`config.mk`:
```
export PLATFORM = sky130hd
export DESIGN_NAME = las_cell
export DESIGN_NICKNAME = d
export VERILOG_FILES = /design/src/design/las_pkg.sv /design/src/design/las_cell.sv
export SDC_FILE = /design/constraint.sdc
export NUM_CORES = 1
export LEC_CHECK = 0
export ABC_AREA = 1
export ABC_CLOCK_PERIOD_IN_PS = 8740
export BUFFER_PORTS_ARGS = -buffer_cell sky130_fd_sc_hd__buf_2
export CORE_MARGIN = 4
export CORE_UTILIZATION = 55
export DETAILED_ROUTE_END_ITERATION = 8
export PLACE_DENSITY = 0.81
export SLEW_MARGIN = 10
export SYNTH_ARGS = -nofsm -noshare
export SYNTH_HDL_FRONTEND = slang
export SYNTH_SLANG_ARGS = --single-unit
```
`constraint.sdc`:
```
create_clock -name clk_i -period 8.74 [get_ports clk_i]
set_clock_uncertainty 0.1 [all_clocks]
set_input_delay 1.748 -clock clk_i [delete_from_list [all_inputs] [get_ports clk_i]]
set_output_delay 1.748 -clock clk_i [all_outputs]
set_load 0.005 [all_outputs]
```
`src/design/las_pkg.sv`:
```
package las_pkg;

  localparam int unsigned SYM_W   = 8;
  localparam int unsigned SCORE_W = 12;
  localparam int unsigned PEN_W   = 4;
  localparam int unsigned OP_W    = 2;
  localparam int unsigned CFG_W   = 2;
  // Signed working width for a cell sum: one sign bit plus one carry bit.
  localparam int unsigned SUM_W   = SCORE_W + 2;

  localparam logic [SCORE_W-1:0] SCORE_MAX = {SCORE_W{1'b1}};
  localparam logic [PEN_W-1:0]   PEN_RESET = PEN_W'(1);

  typedef enum logic [OP_W-1:0] {
    OP_REF   = 2'd0,
    OP_QUERY = 2'd1,
    OP_END   = 2'd2,
    OP_NONE  = 2'd3
  } op_e;

  typedef enum logic [CFG_W-1:0] {
    CFG_MATCH    = 2'd0,
    CFG_MISMATCH = 2'd1,
    CFG_GAP      = 2'd2
  } cfg_e;

  // Wavefront item handed from one cell to the next.
  typedef struct packed {
    logic               valid;
    logic [SYM_W-1:0]   sym;
    logic [SCORE_W-1:0] diag;
    logic [SCORE_W-1:0] left;
    logic [SCORE_W-1:0] best;
  } pkt_t;

  typedef struct packed {
    logic [PEN_W-1:0] match_score;
    logic [PEN_W-1:0] mismatch_penalty;
    logic [PEN_W-1:0] gap_penalty;
  } score_cfg_t;

endpackage

```
`src/design/las_cell.sv`:
```
module las_cell (
  input  logic                          clk_i,
  input  logic                          rst_ni,
  input  las_pkg::pkt_t                 pkt_i,
  input  las_pkg::score_cfg_t           cfg_i,
  input  logic                          load_i,
  input  logic [las_pkg::SYM_W-1:0]     load_sym_i,
  input  logic                          clear_i,
  output las_pkg::pkt_t                 pkt_o
);

  logic                            active_q, active_d;
  logic [las_pkg::SYM_W-1:0]       sym_q, sym_d;
  logic [las_pkg::SCORE_W-1:0]     h_q, h_d;
  logic                            valid_q, valid_d;
  logic [las_pkg::SYM_W-1:0]       osym_q, osym_d;
  logic [las_pkg::SCORE_W-1:0]     odiag_q, odiag_d;
  logic [las_pkg::SCORE_W-1:0]     oleft_q, oleft_d;
  logic [las_pkg::SCORE_W-1:0]     obest_q, obest_d;

  logic signed [las_pkg::SUM_W-1:0] diag_s, up_s, left_s, sd_s, gp_s, cand_s, v_s;
  logic [las_pkg::SCORE_W-1:0]      v;

  always_comb begin
    diag_s = $signed({2'b00, pkt_i.diag});
    up_s   = $signed({2'b00, h_q});
    left_s = $signed({2'b00, pkt_i.left});
    gp_s   = $signed({{(las_pkg::SUM_W-las_pkg::PEN_W){1'b0}}, cfg_i.gap_penalty});
    if (pkt_i.sym == sym_q) begin
      sd_s = diag_s + $signed({{(las_pkg::SUM_W-las_pkg::PEN_W){1'b0}}, cfg_i.match_score});
    end else begin
      sd_s = diag_s - $signed({{(las_pkg::SUM_W-las_pkg::PEN_W){1'b0}},
                               cfg_i.mismatch_penalty});
    end
    cand_s = ((up_s - gp_s) > (left_s - gp_s)) ? (up_s - gp_s) : (left_s - gp_s);
    v_s    = (sd_s > cand_s) ? sd_s : cand_s;
    if (v_s < 0) begin
      v = '0;
    end else if (v_s > $signed({2'b00, las_pkg::SCORE_MAX})) begin
      v = las_pkg::SCORE_MAX;
    end else begin
      v = v_s[las_pkg::SCORE_W-1:0];
    end
  end

  always_comb begin
    active_d = active_q;
    sym_d    = sym_q;
    h_d      = h_q;
    valid_d  = pkt_i.valid;
    osym_d   = pkt_i.sym;
    odiag_d  = pkt_i.diag;
    oleft_d  = pkt_i.left;
    obest_d  = pkt_i.best;
    if (clear_i) begin
      active_d = 1'b0;
      h_d      = '0;
    end else if (load_i) begin
      active_d = 1'b1;
      sym_d    = load_sym_i;
      h_d      = '0;
    end else if (pkt_i.valid && active_q) begin
      // The old row score becomes the diagonal of the next column.
      h_d     = v;
      odiag_d = h_q;
      oleft_d = v;
      obest_d = (v > pkt_i.best) ? v : pkt_i.best;
    end
  end

  always_ff @(posedge clk_i or negedge rst_ni) begin
    if (!rst_ni) begin
      active_q <= 1'b0;
      valid_q  <= 1'b0;
      h_q      <= '0;
    end else begin
      active_q <= active_d;
      valid_q  <= valid_d;
      h_q      <= h_d;
    end
  end

  always_ff @(posedge clk_i) begin
    sym_q   <= sym_d;
    osym_q  <= osym_d;
    odiag_q <= odiag_d;
    oleft_q <= oleft_d;
    obest_q <= obest_d;
  end

  assign pkt_o = '{valid: valid_q, sym: osym_q, diag: odiag_q, left: oleft_q, best: obest_q};

endmodule

```
Word-level counts from Yosys, hierarchy flattened

Index checks and enable logic that the tools add are counted.

Flip-flop bits (word level): 66
Input port bits: 69
Output and inout bits: 45
Word-level logic and storage cells: 43

Add/subtract/negate cells: 4
Magnitude comparators: 5
Equality and inequality tests: 1
Mux-type cells: 20
Bitwise gates (word level): 1
Reduce and logical (&&, ||, !) cells: 4

Operator list:

| cell                                                        | count |
|---|---|
| two-way mux 12 bit                                          | 15 |
| two-way mux 14 bit                                          | 3 |
| subtractor 12 x 4 -> 13 bit                                 | 3 |
| > comparator 14 bit                                         | 2 |
| > comparator 14 x 13 -> 1 bit, second input constant        | 1 |
| less-than comparator 14 x 1 -> 1 bit, second input constant | 1 |
| adder 12 x 4 -> 13 bit                                      | 1 |
| > comparator 12 bit                                         | 1 |
| == test 8 bit                                               | 1 |
| nonzero test 3 bit                                          | 1 |
| two-way mux 1 bit                                           | 2 |
| AND reduction 2 bit                                         | 1 |
| nonzero test 2 bit                                          | 1 |
| logical AND 1 bit                                           | 1 |
| inverter 1 bit                                              | 1 |

Logic depth before layout (Yosys ltp)

Depth after elaboration: 13
Depth in mapped cells: 53
Depth with buffers taken out: 51

Worst setup path before layout

Ideal clock, no wire load.

Path kind: in2reg
Start point: input port pkt_i[12] (netlist name)
End point: register obest_q[3] (netlist name)
Library setup time: 114 ps
Arrival: 7,584 ps
Data required time: 8,526 ps
Slack: 942 ps
Stages: 49
Path buffers: 2
Cell sequence: inv_1 ha_1 fa_1 o221ai_1 nor2_1 nand2_1 nor3_1 nand3_1 nor3_1 inv_1 ha_1 inv_1 a211oi_1 nand4_2 nand2_2 nand2_1 o21ai_2 inv_1 [... 13 more ...] nand3_1 nand2_1 inv_1 ha_1 inv_1 nor2_1 nor2_1 o21ai_0 a21oi_1 nor2_1 nor2_1 o21a_1 o221ai_1 nand2_1 clkinv_1 clkbuf_1 nand3_1 nand2_1

Longest elaborated chain between the ends: 13
Elaborated cells on any way between the ends: 14
Classes of those cells: add/sub: 1; order compare: 5; mux: 8

RTL lines:

| what                            | RTL line       | source |
|---|---|---|
| start, declared                 | las_cell.sv:4  | `input las_pkg::pkt_t pkt_i,` |
| subtractor 12 x 4 -> 13 bit (*) | las_cell.sv:35 | `cand_s = ((up_s - gp_s) > (left_s - gp_s)) ? (up_s - gp_s) : (left_s - gp_s);` |
| > comparator 14 bit             | las_cell.sv:35 |  |
| two-way mux 14 bit (*)          | las_cell.sv:35 |  |
| > comparator 14 bit             | las_cell.sv:36 | `v_s = (sd_s > cand_s) ? sd_s : cand_s;` |
| two-way mux 14 bit (*)          | las_cell.sv:36 |  |
| > comparator 14 x 13 -> 1 bit   | las_cell.sv:39 | `end else if (v_s > $signed({2'b00, las_pkg::SCORE_MAX})) begin` |
| two-way mux 12 bit              | las_cell.sv:39 |  |
| two-way mux 12 bit (*)          | las_cell.sv:37 | `if (v_s < 0) begin` |
| > comparator 12 bit             | las_cell.sv:67 | `obest_d = (v > pkt_i.best) ? v : pkt_i.best;` |
| two-way mux 12 bit (*)          | las_cell.sv:67 |  |
| two-way mux 12 bit (*)          | las_cell.sv:62 | `end else if (pkt_i.valid && active_q) begin` |
| two-way mux 12 bit (*)          | las_cell.sv:58 | `end else if (load_i) begin` |
| two-way mux 12 bit (*)          | las_cell.sv:55 | `if (clear_i) begin` |
| via obest_d, one bit            | las_cell.sv:19 | `logic [las_pkg::SCORE_W-1:0] obest_q, obest_d;` |
| end signal, assigned            | las_cell.sv:88 | `obest_q <= obest_d;` |
| end, declared                   | las_cell.sv:19 |  |

Mark *: on every way through the listed nets, which the timed path passes. The rest lies on a longest branch.
A chain may end at the register's enable or synchronous reset.

Final worst setup path

Start point: input port pkt_i[12] (netlist name)
End point: register obest_q[10] (netlist name)

The elaborated chain is that of the path after synthesis.

==> impl_results.md <==
* Share of post-route cells with drive strength above 1 at 0.2176
* Vias in the first global route at just over 5000
* Commonest non-fill, non-tap cell in the layout: nand2_1
* Port Buffer Count at 113
* Largest net degree at the start of global routing at 31
* DR pass1 iterations at 5
* Pins Over Slew Limit at 0
* Worst-path clk slew at approximately 0.070 ns
* Post-Synthesis Cell Area at 5050 um^2
* Clock latency on the worst-skew pair at roughly 0.34 ns
* CTS Buf Count at 9
* Residual DRC count at 0
* CP endpoint kind: register
* CTS Sinks at 66
* Unique masters post-synth at between 40 and 50
* Syn Nets at ~850
* Synth top area cells: dfxtp_1 (17%), nand2_1 (14%), ha_1 (13%)
* Gr ovfl total at 0
* Vias/cell at ~5.6
* Area leader, netlist: dfxtp_1
* Status: completed
* Total track usage at 0.2776
* Vias at about 5300
* N_diodes at 0
* Slew HR at 0.3821
* Post-synth top area share at 0.1744
* Pin slew with the least headroom to its limit at a little over 0.9 ns
* Slowest cell on the critical path: fa_1
* Post-synthesis sequential area ratio at 0.2914
* CP Launch Type: input port
* Drt initial violations at 460
* Crit path DAT at roughly 8.4 ns
* Finished Cell Area at around 6000 um^2
* Area grow syn2layout at 19.62%
* Max Root-Sink Buffers at 2
* Buf+Inv Stages, Crit Path at 7
* Final core occ at 0.6827
* Final #Nets at about 970
* Die width at just over 100 um
* Number of synthesized flops with an enable pin at 8
* Top Ports at ~110
* Site Rows at 34
* Largest delay share family, worst path: simple AND/OR/NAND/NOR gates
* Final setup violation count at 0
* Crit path time final at approximately 8.3 ns
* Max Cap Viol at 0
* HP Class: reg -> reg
* Gpl congestion at approximately 1
* First-pass GRT wire length at around 25000 um
* Full die area at between 10000 and 15000 um^2
* CTS tree: done
* Initial Util at 0.5707
* Synth warn at 0
* Commonest non-fill, non-tap cells in the layout: nand2_1 (188), inv_1 (119), buf_2 (113)
* Clock Root Buffer: clkbuf_8
* Mapped Cells at ~720
* Die Y at slightly above 100 um
* Avg Inst Size Synth at roughly 7 um^2
* Flops & latches, synth at between 60 and 70
* Placed cells at around 930
* Crit path kind: in -> reg
* Top_reg_cell synth: dfxtp_1
* Antenna violations before repair at 0
* CTS H-tree depth at 3
* Post-Route WL at between 15000 and 20000 um
* Core Region at approximately 8800 um^2
* Post-DP HPWL at between 10000 and 15000 um
* Post-Layout Cell Count at approximately 960
* Final Cycle Share at 0.9440
* Most used cell, CP: nand2_1
* Crit-path max cell delay at 0.41 ns
* Area post-placement at around 5700 um^2
* Antenna-violating nets left at 0
* Highest clock rate at between 100 and 150 MHz
* WL/cell at ~16 um
* Worst-path maximum fanout at 18
* Req. time, crit path at roughly 9 ns
* Final Hold Viols at 0
* Asr flop ratio synth at 0.2121
==> cell families after synthesis <==
| kind of cell | synth area share |
|---|---|
| AND/OR/NAND/NOR | 0.3028 |
| buffers and inverters | 0.1083 |
| AO/OA/AOI/OAI | 0.1028 |
| flip-flops | 0.2914 |
| adder cells (fa/ha/maj) | 0.1497 |
| XOR/XNOR | 0.04509 |
==> metal layers <==
layer,wire (um),track usage
met4,639,0.1178
met2,7366,0.4773
met3,1127,0.06281
met1,6321,0.3331
met5,0,0
==> Yosys cell counts, types with 2 or more instances <==
| library cell | count |
|---|---|
| o21ai_0 | 27 |
| buf_4 | 2 |
| a31oi_1 | 3 |
| or2_2 | 7 |
| inv_1 | 120 |
| o21ai_2 | 5 |
| nand3_1 | 53 |
| o21ai_1 | 5 |
| nand3b_1 | 2 |
| o41ai_1 | 2 |
| o221ai_1 | 2 |
| nand4_1 | 20 |
| nand2_4 | 2 |
| clkbuf_1 | 11 |
| nand2_1 | 190 |
| a21oi_2 | 5 |
| nand2_2 | 5 |
| inv_2 | 3 |
| fa_1 | 4 |
| nor3_2 | 2 |
| dfxtp_1 | 44 |
| a21oi_1 | 24 |
| buf_2 | 2 |
| dfrtp_1 | 14 |
| o22ai_1 | 3 |
| nor2_1 | 43 |
| nor4_1 | 4 |
| o211ai_1 | 3 |
| ha_1 | 54 |
| nor3_1 | 9 |
| o31ai_1 | 2 |
| edfxtp_1 | 8 |
| xnor2_1 | 4 |
| xor2_1 | 22 |
==> registers in the layout, summed over array words and instances (netlist names) <==
signal	flops
valid_q	1
active_q	1
odiag_q	12
oleft_q	12
sym_q	8
osym_q	8
obest_q	12
h_q	12
==> repair_timing <==
action,CTS,global route
hold buffers,0,0
setup buffers,0,11
setup endpoints to repair,12,12
hold endpoints to repair,0,0
pin swaps,0,3
resized for setup,1,8
==> area by class of cell <==
class | count | area (um^2)
repair buffers | 130 | 705.7
inverters | 124 | 474.2
well taps | 108 | 135.1
multi-input cells | 514 | 3054
fillers | 770 | 2808
flip-flops and latches | 66 | 1471
clock inverters | 7 | 76.32
clock buffers | 9 | 123.9
==> worst min-delay path: cells and delay by family (launching register included) <==
family                 cells  cell delay [ns]
AOI/OAI and AO/OA          1             0.06
buffers and inverters      1             0.05
DFF                        1             0.38
==> stage by stage <==
step	hold slack [ns]	TNS, ns	setup slack [ns]
after CTS	0.4394	0	0.1292
final	0.4339	0	0.4898
after global routing	0.4825	-0.2004	-0.03628
after floorplan	0.3664	0	0.9416
after detailed placement	0.4272	-4.383	-0.3783
after global placement	0.4035	-0.8731	-0.08958
==> final timing paths <==
| check | startpoint | end | slack (ns) | depth (start not counted) |
|---|---|---|---|---|
| setup / recovery | pkt_i[12] | obest_q[10]$_DFF_P_ | 0.49 | 47 |
| hold / removal | active_q$_DFFE_PN0P_ | active_q$_DFFE_PN0P_ | 0.43 | 2 |
| setup reg to reg | h_q[0]$_DFFE_PN0P_ | obest_q[10]$_DFF_P_ | 1.50 | 45 |
| hold reg to reg | active_q$_DFFE_PN0P_ | active_q$_DFFE_PN0P_ | 0.43 | 2 |
| max in group asynchronous | rst_ni | valid_q$_DFF_PN0_ | 7.06 | 1 |
| min in group asynchronous | rst_ni | h_q[2]$_DFFE_PN0P_ | 1.20 | 1 |
Power is left out: the tool's default activity adds up to more than one toggle a clock period on the data nets, which glitch-free logic cannot reach.
